<file path="config.mk">
export PLATFORM = sky130hd
export DESIGN_NAME = pcc_cordic_stage
export DESIGN_NICKNAME = d
export VERILOG_FILES = /design/src/rtl/core/pcc_pkg.sv /design/src/rtl/core/pcc_cordic_stage.sv
export SDC_FILE = /design/constraint.sdc
export NUM_CORES = 1
export LEC_CHECK = 0
export BUFFER_PORTS_ARGS = -buffer_cell sky130_fd_sc_hd__buf_2
export CORE_UTILIZATION = 55
export CTS_CLUSTER_DIAMETER = 60
export DETAILED_ROUTE_END_ITERATION = 8
export MAX_ROUTING_LAYER = met4
export PLACE_DENSITY = 0.9
export SKIP_CTS_REPAIR_TIMING = 1
export SLEW_MARGIN = 20
export SYNTH_ARGS = -nofsm -noshare
export SYNTH_HDL_FRONTEND = slang
export SYNTH_SLANG_ARGS = --single-unit
</file>
<file path="constraint.sdc">
create_clock -name clk -period 0.92 [get_ports clk]
set_input_delay 0.184 -clock clk [delete_from_list [all_inputs] [get_ports clk]]
set_output_delay 0.184 -clock clk [all_outputs]
set_load 0.05 [all_outputs]
</file>
<file path="src/rtl/core/pcc_pkg.sv">
// shared types, constants and elaboration-time helpers for the polar/cartesian converter
package pcc_pkg;

	// fixed datapath geometry
	localparam int GUARD_BITS = 2;
	localparam int DW         = 38;	// cordic x/y word, signed
	localparam int ZW         = 34;	// cordic angle word in binary turns, signed
	localparam int MAX_STEPS  = 32;

	// angle scale factors
	localparam logic [29:0] INV_TWO_PI_Q32 = 30'd683565276;
	localparam logic [30:0] TWO_PI_Q28     = 31'd1686629713;

	// quadrant bounds in binary turns
	localparam logic signed [31:0] QUARTER_TURN     = 32'sh4000_0000;
	localparam logic signed [31:0] NEG_QUARTER_TURN = -32'sh4000_0000;
	localparam logic signed [ZW-1:0] HALF_TURN      = {{(ZW-32){1'b0}}, 32'h8000_0000};
	localparam logic signed [ZW-1:0] NEG_HALF_TURN  = {{(ZW-32){1'b1}}, 32'h8000_0000};

	// result clamp values
	localparam logic [31:0] RES_MAX = 32'h7FFF_FFFF;
	localparam logic [31:0] RES_MIN = 32'h8000_0000;

	typedef enum logic [1:0] {
		OP_MAG     = 2'd0,
		OP_ANGLE   = 2'd1,
		OP_POLAR_X = 2'd2,
		OP_POLAR_Y = 2'd3
	} pcc_op_t;

	// control that rides along with each item through the pipeline
	typedef struct packed {
		pcc_op_t op;
		logic    origin;
	} pcc_meta_t;

	// atan(2^-i) in binary turns
	localparam logic [31:0] ATAN_TURNS [MAX_STEPS] = '{
		32'h20000000, 32'h12E4051E, 32'h09FB385B, 32'h051111D4, 32'h028B0D43,
		32'h0145D7E1, 32'h00A2F61E, 32'h00517C55, 32'h0028BE53, 32'h00145F2F,
		32'h000A2F98, 32'h000517CC, 32'h00028BE6, 32'h000145F3, 32'h0000A2FA,
		32'h0000517D, 32'h000028BE, 32'h0000145F, 32'h00000A30, 32'h00000518,
		32'h0000028C, 32'h00000146, 32'h000000A3, 32'h00000051, 32'h00000029,
		32'h00000014, 32'h0000000A, 32'h00000005, 32'h00000003, 32'h00000001,
		32'h00000001, 32'h00000000
	};

	// 1/K with 32 fraction bits for a given number of micro-rotations
	function automatic logic [31:0] inverse_gain(input int steps);
		logic [63:0] p;
		logic [63:0] n;
		logic [63:0] root;
		logic [63:0] bitv;
		logic [63:0] num;
		logic [63:0] rem;
		logic [63:0] quo;
		int i;
		// gain squared with 30 fraction bits
		p = 64'd1 << 30;
		for (i = 0; i < MAX_STEPS; i++) begin
			if (i < steps) begin
				p = p + (p >> (2 * i));
			end
		end
		// integer square root of p << 30
		n    = p << 30;
		root = '0;
		bitv = 64'd1 << 62;
		for (i = 0; i < 32; i++) begin
			if (bitv > n) begin
				bitv = bitv >> 2;
			end
		end
		for (i = 0; i < 32; i++) begin
			if (bitv != '0) begin
				if (n >= root + bitv) begin
					n    = n - (root + bitv);
					root = (root >> 1) + bitv;
				end else begin
					root = root >> 1;
				end
				bitv = bitv >> 2;
			end
		end
		// rounded 2^62 / k by restoring long division
		num = (64'd1 << 62) + (root >> 1);
		rem = '0;
		quo = '0;
		for (i = 63; i >= 0; i--) begin
			rem = {rem[62:0], num[i]};
			quo = quo << 1;
			if (rem >= root) begin
				rem    = rem - root;
				quo[0] = 1'b1;
			end
		end
		return quo[31:0];
	endfunction

endpackage

</file>
<file path="src/rtl/core/pcc_cordic_stage.sv">
// one registered cordic micro-rotation, shared by vectoring and rotation modes
module pcc_cordic_stage
	import pcc_pkg::*;
#(
	parameter int SHIFT = 0
) (
	input  logic                 clk,
	input  logic                 arst_n,
	input  logic                 en,
	input  logic                 in_valid,
	input  pcc_meta_t            in_meta,
	input  logic signed [DW-1:0] in_x,
	input  logic signed [DW-1:0] in_y,
	input  logic signed [ZW-1:0] in_z,
	output logic                 out_valid,
	output pcc_meta_t            out_meta,
	output logic signed [DW-1:0] out_x,
	output logic signed [DW-1:0] out_y,
	output logic signed [ZW-1:0] out_z
);

	logic signed [DW-1:0] dx;
	logic signed [DW-1:0] dy;
	logic signed [ZW-1:0] da;
	logic                 vectoring;
	logic                 cw;

	// shifted terms, floor rounding
	assign dx = in_y >>> SHIFT;
	assign dy = in_x >>> SHIFT;
	assign da = $signed({{(ZW-32){1'b0}}, ATAN_TURNS[SHIFT]});

	// vectoring drives y to zero, rotation drives z to zero
	assign vectoring = (in_meta.op == OP_MAG) || (in_meta.op == OP_ANGLE);
	assign cw        = vectoring ? ~in_y[DW-1] : in_z[ZW-1];

	// valid tracks the item
	always_ff @(posedge clk or negedge arst_n) begin
		if (!arst_n) begin
			out_valid <= 1'b0;
		end else if (en) begin
			out_valid <= in_valid;
		end
	end

	// rotate one step
	always_ff @(posedge clk) begin
		if (en) begin
			out_meta <= in_meta;
			if (cw) begin
				out_x <= in_x + dx;
				out_y <= in_y - dy;
				out_z <= in_z + da;
			end else begin
				out_x <= in_x - dx;
				out_y <= in_y + dy;
				out_z <= in_z - da;
			end
		end
	end

endmodule
</file>
==> impl_metrics.toml, run 1 <==
[logic_synthesis]
synthCells = 1162
ys_seq_elements = 113
synth_area_leaders = "edfxtp_1 (33%), ha_1 (14%), a21oi_1 (7.3%), xnor2_1 (5.8%), inv_1 (4.4%)"
synth_top_cell_area_share_pct = 32.9
yosysSeqAreaShare_pct = 33.2
synth_edf_count = 112
syn_area_per_cell_um2 = 8.79
yosysUniqueCellTypes = 79
yosysWarnings = 0
synthFlopType = "edfxtp_1"
syn_nets = 1397
ys_async_sr_fraction_pct = 0.885
synth_top_cell_by_area = "edfxtp_1"
synth.cell_area_um2 = 10200

[clock_network]
cts_max_level = 4
cts_root_buf = "clkbuf_16"
cts_buffer_depth = 2
cts_made_buffers = 17
clkSinkCount = 113

[die]
start_util_pct = 56.5
die_y_um = 138
pin_count = 231
die_x_um = 138
num_rows = 49

[timing]
worstEpCategory = "register data pin"
crit_endpoint = "out_y[37]$_DFFE_PP_/D"

[outcome]
tool.error = "[ERROR DPL-0038] Utilization greater than 100%, impossible to legalize"
stop_stage = "5_1_grt"
status = "aborted with a tool error"

[placement]
detailed_place_hpwl_mm = 31.9
gp_congestion = 1.15
portBuffers = 230
dp_slack_ns = -2.09

[global_route]
grt_max_degree = 37
stage by stage:
step	cells	cell area, µm²
after global placement	1944	15000
after detailed placement	1944	15000
after CTS	1976	15600
after floorplan	1162	11100
cell families after synthesis:
group | share of synthesized area (%)
buffers and inverters | 6.68
xor gates and xnor gates | 6.69
muxes | 2.08
and+or+nand+nor | 12.3
adders and majority gates | 14.7
AOI/OAI and AO/OA | 24.3
DFF | 33.2
synth_stat cells (14+ instances only):
cell type / n
a21o_1: 33
a21oi_1: 148
buf_1: 15
clkbuf_1: 27
edfxtp_1: 112
ha_1: 114
inv_1: 120
mux2i_1: 19
nand2_1: 74
nand2b_1: 14
nand3_1: 14
nor2_1: 97
nor4_1: 15
o21ai_0: 73
o21bai_1: 23
xnor2_1: 68
==> inputs of run 2 (changes only) <==
- CORE_UTILIZATION: 55 -> 40
- CTS_CLUSTER_DIAMETER: 60 -> default
- MAX_ROUTING_LAYER: met4 -> default
- PLACE_DENSITY: 0.9 -> default
- PLACE_DENSITY_LB_ADDON: default -> 0.15
==> run 2 against run 1 <==
Compared with the run above: the flow now finishes, with violations (setup timing); area after synthesis is the same; synthesized cell count stayed put.
==> impl_metrics.toml, run 2 <==
[global_route]
overflow = 0
grt_use_met1_pct = 39.9
use_met3_pct = 4.24
grt_pass1_wl_mm = 58.7
track_usage_pct = 29.1
grt_pass1_vias = 10800
grt_busiest_layer = "met2"
use_met2_pct = 48.1
grt_max_degree = 26
antenna_found_initial = 1

[logic_synthesis]
synth.cell_area_um2 = 10200
ys_seq_elements = 113
synth_top_family_by_area = "compound AO/OA/AOI/OAI gates"
yosysMostFrequentCell = "a21oi_1"
synth_area_leaders = "edfxtp_1 (33%), ha_1 (14%), a21oi_1 (7.3%), xnor2_1 (5.8%), inv_1 (4.4%)"
syn_nets = 1397
yosys-top-cells-count = "a21oi_1 (148), inv_1 (120), ha_1 (114), edfxtp_1 (112), nor2_1 (97)"
yosysUniqueCellTypes = 79
synth_top_cell_area_share_pct = 32.9
yosysSeqAreaShare_pct = 33.2
synth-simple-area-share_pct = 12.3
synth_top_cell_by_area = "edfxtp_1"
synth_compound_area_share_pct = 24.3
synthCells = 1162
yosysWarnings = 0
synth_fa_ha_area_share_pct = 14.7
synth_edf_count = 112
synthFlopType = "edfxtp_1"
muxShareOfSynthArea_pct = 2.08
syn_area_per_cell_um2 = 8.79
ys_async_sr_fraction_pct = 0.885
synth_xor_area_share_pct = 6.69

[clock_network]
cts_root_buf = "clkbuf_16"
clk_latency_ns = 0.43
cts_made_buffers = 17
cts_tree = "yes"
cts_buffer_depth = 2
clk_pin_slew_ns = 0.06
clkSinkCount = 113
cts_max_level = 4

[setup_path]
cp.arrival_ns = 2.59
crit_path_end_kind = "register"
critPathKind = "in2reg"
path_max_fanout = 4
crit_required_ns = 1.10
start_kind = "input pin"

[layout]
final_cell_mix = "buf_4 (390), buf_6 (166), edfxtp_1 (112), a21oi_1 (104), inv_1 (99)"
reg_top3 = "out_x x38, out_y x37, out_z x34"
area_delta_synth_final_pct = 84.4
final_common_cell = "buf_4"
largest_register_ffs = 38
layout-drive-gt1-share_pct = 52.5
seqCellArea_um2 = 3390
fillCellCount = 1760
regMostFlops = "out_x"
nNetsFinal = 2073
multiInputGateArea_um2 = 7740
fin_util_pct = 75.0

[timing]
finalMaxSlewViolations = 0
setup_slack_ns = -1.50
tightestPinTransition_ns = 0.575
hold_violations = 0
finClkSkew_ns = 0
slew_headroom_pct = 61.2
min_period_over_period_pct = 263
fmax_mhz = 414
fin_crit_ns = 2.42
rsz0062_at_grt = "true"
setup_viol = 192

[min_path]
hold_class = "in2async"

[power_and_ir_drop]
vdd_drop_max_mv = 1.41
power_density_nw_per_um2 = 1580
power.leakage_nw = 8.51

[detailed_routing]
via_per_inst = 5.30
wl_per_cell_um = 19.4
drc = 0
wl_mm = 42.5
first_iter_violations = 792
via_count = 11600
firstDrtPassIters = 5
ant_nets = 0

[die]
start_util_pct = 40.7
die_area_um2 = 26200
die_y_um = 162
core_area_um2 = 25100
die_x_um = 162
pin_count = 231
num_rows = 58

[placement]
gp_congestion = 0.969
dp_slack_ns = -2.05
detailed_place_hpwl_mm = 31.4
portBuffers = 230

[outcome]
status = "finished, violations left"
violations = "setup timing"

[run]
drv_cap = 0
-- run 2: cell counts after synthesis --
No cell type changed its count.
-- run 2: metrics by stage --
| stage | hold slack, ns | total power, mW | setup TNS (ns) | area [µm²] | instances |
|---|---|---|---|---|---|
| global placement | -0.0406 | 18.9 | -124.68 | 15400 | 2075 |
| floorplan | -0.112 | 14.3 | -86.87 | 11100 | 1162 |
| global route | 0.0763 | 30.7 | -121.35 | 18800 | 2181 |
| CTS | -0.495 | 26.7 | -124.65 | 16100 | 2107 |
| finish | 0.0770 | 29.7 | -115.25 | 18800 | 2183 |
| detailed placement | -0.0403 | 18.9 | -127.75 | 15400 | 2075 |
-- run 2: path summary, 6_finish.rpt --
| path | start | endpoint | slack, ns | depth (start not counted) |
|---|---|---|---|---|
| setup / recovery | in_x[1] | out_x[37]$_DFFE_PP_ | -1.50 | 13 |
| hold / removal | arst_n | out_valid$_DFFE_PN0P_ | 0.08 | 2 |
| setup reg to reg | out_valid$_DFFE_PN0P_ | out_valid$_DFFE_PN0P_ | 0.14 | 1 |
| hold reg to reg | out_valid$_DFFE_PN0P_ | out_valid$_DFFE_PN0P_ | 0.54 | 1 |
| max in group asynchronous | arst_n | out_valid$_DFFE_PN0P_ | 0.75 | 2 |
| min in group clk | in_z[29] | out_z[29]$_DFFE_PP_ | 0.11 | 2 |
-- run 2: critical path: stages --
cell        delay [ns]
buf_12            0.09
clkinvlp_4        0.12
ha_4              0.31
nor2b_4           0.05
o311ai_4          0.36
a21oi_4           0.16
a2111oi_4         0.35
o2111a_1          0.31
a311oi_4          0.06
buf_4             0.17
a31oi_4           0.20
a21oi_4           0.09
xnor2_2           0.14
-- run 2: power by group --
group	internal [mW]	leakage (nW)	switching (mW)
logic	6.56	7.08	8.23
clock network	4.86	0.316	2.87
registers	6.73	1.11	0.417
total	18.1	8.51	11.5
-- run 2: final cells by class --
cell class	count	share of cell area, %
multi-input cells	876	41.1
flip-flops and latches	113	18.0
diodes	2	0.0266
well taps	330	2.19
repair buffers	708	32.3
clock buffers	18	2.28
inverters	122	2.88
clock inverters	14	1.21
-- run 2: cell families after synthesis --
| group | count (synthesis) |
|---|---|
| muxes | 21 |
| adders and majority gates | 118 |
| AOI/OAI and AO/OA | 391 |
| xor gates and xnor gates | 78 |
| and+or+nand+nor | 268 |
| buffers and inverters | 173 |
| DFF | 113 |
-- run 2: routing by layer --
layer  wire, µm  vias up  share of wire, %
met5          0        -                 0
li1           -     5522                 -
met3       2520       59               5.9
met1      18600     5538                44
met2      20600      459                48
met4        782        0               1.8
No activity file was read; power rests on OpenSTA's default activity.
==> inputs of run 3 (changes only) <==
- MAX_ROUTING_LAYER: default -> met4
==> run 3 against run 2 <==
Compared with the run above: the flow still finishes with violations (setup timing); maximum frequency fell by 0.97%; critical endpoint unchanged; worst hold slack got worse by 0.022 ns; non-clock buffer count rose by 1; first-iteration DRC count rose by 3.3%; sequential power barely moved; register-to-register slack got worse by 0.02 ns.
==> impl_metrics.toml, run 3 (synthesis gave the netlist of run 2 again) <==
[outcome]
status = "finished, violations left"
violations = "setup timing"

[die]
die_y_um = 162
die_x_um = 162
num_rows = 58
core_area_um2 = 25100
pin_count = 231
start_util_pct = 40.7
die_area_um2 = 26200

[timing]
tightestPinTransition_ns = 0.602
fin_crit_ns = 2.44
min_period_over_period_pct = 265
slew_headroom_pct = 59.7
finalMaxSlewViolations = 0
finClkSkew_ns = 0
fmax_mhz = 410
setup_slack_ns = -1.52
setup_viol = 192
rsz0062_at_grt = "true"
hold_violations = 0

[detailed_routing]
first_iter_violations = 818
firstDrtPassIters = 5
via_per_inst = 5.29
drc = 0
via_count = 11500
ant_nets = 0
wl_per_cell_um = 19.6
wl_mm = 42.9

[run]
drv_cap = 0

[setup_path]
r2r_cells = 1
max_stage_delay_ns = 0.31
crit_path_end_kind = "register"
reg2reg_from = "out_valid$_DFFE_PN0P_"
crit_start = "in_x[12]"
critPathSlowestCell = "a311oi_4"
cpMostUsedCell = "buf_6"
cp_num_buf_inv = 4
cp.arrival_ns = 2.60
critPathKind = "in2reg"
ff2ff_setup_slack_ns = 0.12
endpoint = "out_x[37]$_DFFE_PP_"
start_kind = "input pin"
path_delay_family = "compound AO/OA/AOI/OAI gates"
worst-path-stages = 14
path_cells = "buf_8, inv_12, ha_4, or2_4, buf_6, nor4_4, and2_4, buf_6, a2111oi_4, o2111a_1, a311oi_4, a31oi_1, a21oi_1, xnor2_1"
r2r_end = "out_valid$_DFFE_PN0P_"
crit_required_ns = 1.08
path_max_fanout = 4

[global_route]
track_usage_pct = 30.0
grt_pass1_wl_mm = 58.6
grt_max_degree = 29
grt_pass1_vias = 10800
antenna_found_initial = 0
overflow = 0

[power_and_ir_drop]
vdd_drop_max_mv = 1.10
power.leakage_nw = 8.43
power_density_nw_per_um2 = 1540

[layout]
fin_util_pct = 74.3
area_delta_synth_final_pct = 82.6
nNetsFinal = 2074
final_cell_mix = "buf_4 (403), buf_6 (152), edfxtp_1 (112), a21oi_1 (103), inv_1 (99)"
regMostFlops = "out_x"
layout-drive-gt1-share_pct = 52.0
largest_register_ffs = 38
final_common_cell = "buf_4"
reg_top3 = "out_x x38, out_y x37, out_z x34"

[placement]
portBuffers = 230
dp_slack_ns = -2.14
detailed_place_hpwl_mm = 31.6
gp_congestion = 0.950

[clock_network]
cts_made_buffers = 17
cts_root_buf = "clkbuf_16"
cts_tree = "yes"
clkSinkCount = 113
clk_pin_slew_ns = 0.07
clk_latency_ns = 0.42
cts_buffer_depth = 2
cts_max_level = 4

[min_path]
hold_class = "in2async"
## run 3: cell type report
cell class              instances  area [µm²]
well taps                     330         413
clock inverters                15         159
clock buffers                  17         425
diodes                          1        2.50
flip-flops and latches        113        3390
fillers                      1814        6460
multi-input cells             876        7720
repair buffers                709        6010
inverters                     122         529
## run 3: metrics by stage
step	hold WS (ns)	total power [mW]	cells	setup TNS [ns]	instance area, µm²
2_1_floorplan	-0.112	14.3	1162	-86.87	11100
5_1_grt	0.0512	29.8	2182	-118.66	18600
3_5_place_dp	-0.0406	19.1	2085	-127.48	15500
6_report	0.0548	28.8	2183	-111.76	18600
4_1_cts	-0.497	26.0	2117	-124.94	16100
3_3_place_gp	-0.0410	19.0	2085	-125.22	15500
## run 3: worst min path at each step
stage | cells after the start | start | endpoint | slack (ns)
floorplan | 0 | arst_n | out_valid$_DFFE_PN0P_ | -0.11
global placement | 1 | arst_n | out_valid$_DFFE_PN0P_ | -0.04
detailed placement | 1 | arst_n | out_valid$_DFFE_PN0P_ | -0.04
CTS | 1 | arst_n | out_valid$_DFFE_PN0P_ | -0.50
global route | 2 | arst_n | out_valid$_DFFE_PN0P_ | 0.05
finish | 2 | arst_n | out_valid$_DFFE_PN0P_ | 0.05
## run 3: where the power goes
part	internal, mW	switching [mW]	leakage (nW)	total (mW)
clock network	4.02	2.91	0.282	6.93
registers	6.73	0.413	1.11	7.14
logic	6.49	8.23	7.04	14.7
## run 3: layer usage
metal  vias up  GRT usage [%]  part of all wire, %
met5         -              -                    0
met3        47           3.75                  5.4
met2       424           47.7                   49
li1       5515              -                    -
met4         0           7.85                  1.6
met1      5558           40.2                   44
==> inputs of run 4 (changes only) <==
- PLACE_DENSITY_LB_ADDON: 0.15 -> 0.12
==> run 4 against run 3 <==
Compared with the run above: the flow finishes with violations (DRC, setup timing); sequential cell count is the same; cell area shrank 0.75%; power fell by 1.2%; register-to-register slack worse by 0.13 ns; sequential power hardly changed; sequential share of layout area grew 0.14 points; critical path depth fell by 2; die area stayed put; cell count down 0.60%; non-clock buffer count is 14 lower; critical path type unchanged; largest cell class unchanged.
==> impl_metrics.toml, run 4 (synthesis gave the netlist of run 2 again) <==
[timing]
tightestPinTransition_ns = 0.522
rsz0062_at_grt = "true"
slew_headroom_pct = 65.2
whs_ns = 0.0501
min_period_over_period_pct = 269
setup_viol = 193
hold_violations = 0
fin_crit_ns = 2.47
fmax_mhz = 404
setup_slack_ns = -1.55
finalMaxSlewViolations = 0
finClkSkew_ns = 0

[die]
die_area_um2 = 26200
die_x_um = 162
pin_count = 231
num_rows = 58
die_y_um = 162
start_util_pct = 40.7
core_area_um2 = 25100

[setup_path]
start_kind = "input pin"
cp.arrival_ns = 2.64
critPathKind = "in2reg"
path_max_fanout = 4
crit_required_ns = 1.09
crit_path_end_kind = "register"

[layout]
seqCellArea_um2 = 3390
final_cell_mix = "buf_4 (390), buf_6 (159), edfxtp_1 (112), a21oi_1 (101), inv_1 (96)"
final_common_cell = "buf_4"
fillCellCount = 1821
stdcell_area_um2 = 18500
regMostFlops = "out_x"
reg_top3 = "out_x x38, out_y x37, out_z x34"
multiInputGateArea_um2 = 7700
largest_register_ffs = 38
layout-drive-gt1-share_pct = 52.3
nNetsFinal = 2061
fin_util_pct = 73.7
final_cells = 2170
area_delta_synth_final_pct = 81.2

[detailed_routing]
ant_nets = 0
wl_per_cell_um = 19.0
first_iter_violations = 736
via_per_inst = 5.24
drc = 1
firstDrtPassIters = 7
via_count = 11400
wl_mm = 41.2

[placement]
dpl_cell_area_um2 = 15300
detailed_place_hpwl_mm = 31.0
gp_congestion = 0.950
portBuffers = 230
dp_cells = 2068

[power_and_ir_drop]
power.leakage_nw = 8.33
combinationalPowerShare_pct = 51.1
power.switching_mw = 11.5
p_int_mw = 16.9
vdd_drop_max_mv = 1.17
power_density_nw_per_um2 = 1540
seq_power_share_pct = 25.1
swShare_pct = 40.5
pwr-share-clk_pct = 23.9

[clock_network]
cts_root_buf = "clkbuf_16"
cts_tree = "yes"
clk_pin_slew_ns = 0.06
cts_buffer_depth = 2
cts_max_level = 4
clk_latency_ns = 0.43
clkSinkCount = 113
cts_made_buffers = 17

[outcome]
status = "finished, violations left"
violations = "DRC, setup timing"

[global_route]
antenna_found_initial = 1
grt_pass1_wl_mm = 57.8
track_usage_pct = 29.4
grt_max_degree = 37
grt_pass1_vias = 10700
overflow = 0

[min_path]
hold_class = "in2reg"

[run]
drv_cap = 0
-- run 4: changes by cell type in the layout (fill, tap and decap cells not counted), sizes merged --
cell      change
buf          -13
inv           +5
clkinv        -4
bufinv        -1
clkbuf        -1
clkinvlp      +1
-- run 4: power by group through the flow --
stage | clock network [mW] | registers (mW) | logic [mW]
floorplan | 0 | 9.75 | 4.57
detailed placement | 0 | 7.03 | 11.8
finish | 6.78 | 7.13 | 14.5
global placement | 0 | 7.02 | 11.8
CTS | 6.84 | 6.93 | 11.9
global route | 7.01 | 7.19 | 15.3
-- run 4: worst paths after layout --
path	start	endpoint	slack [ns]	cells after the start
hold / removal	in_meta[2]	out_meta[2]$_DFFE_PP_	0.05	2
hold reg to reg	out_valid$_DFFE_PN0P_	out_valid$_DFFE_PN0P_	0.66	2
setup reg to reg	out_valid$_DFFE_PN0P_	out_valid$_DFFE_PN0P_	-0.01	2
max in group asynchronous	arst_n	out_valid$_DFFE_PN0P_	0.76	2
min in group asynchronous	arst_n	out_valid$_DFFE_PN0P_	0.06	2
setup / recovery	in_x[17]	out_y[37]$_DFFE_PP_	-1.55	12
-- run 4: per-layer routing --
metal	vias to the layer above	global-route usage [%]	share of wire [%]
met5	-	-	0
li1	5497	-	-
met1	5421	39.0	44
met4	0	7.38	2.0
met2	400	47.4	49
met3	52	3.63	5.3
-- run 4: worst max-delay path, stage by stage --
cell and delay [ns]:
buf_12 0.11, inv_12 0.04, ha_4 0.18, or3_4 0.41
nor4_4 0.25, a221o_2 0.27, o31ai_4 0.08, o2111a_2 0.30
a311oi_4 0.35, nand2_2 0.14, o211ai_1 0.23, xnor2_1 0.10
-- run 4: per-stage QoR --
step / setup TNS, ns / power [mW] / setup slack (ns)
floorplan: -86.87 / 14.3 / -1.66
global placement: -125.36 / 18.8 / -2.02
detailed placement: -128.16 / 18.9 / -2.07
CTS: -123.88 / 25.7 / -1.68
global route: -119.31 / 29.5 / -1.64
finish: -112.47 / 28.4 / -1.55
-- run 4: final cells by class --
class	instances	share of cell area (%)
timing repair buffer	695	31.8
clock buffer	17	2.30
inverter	122	2.91
clock inverter	15	0.805
tap	330	2.23
sequential	113	18.3
antenna	1	0.0135
timing repair inverter	1	0.0338
multi-input combinational	876	41.6
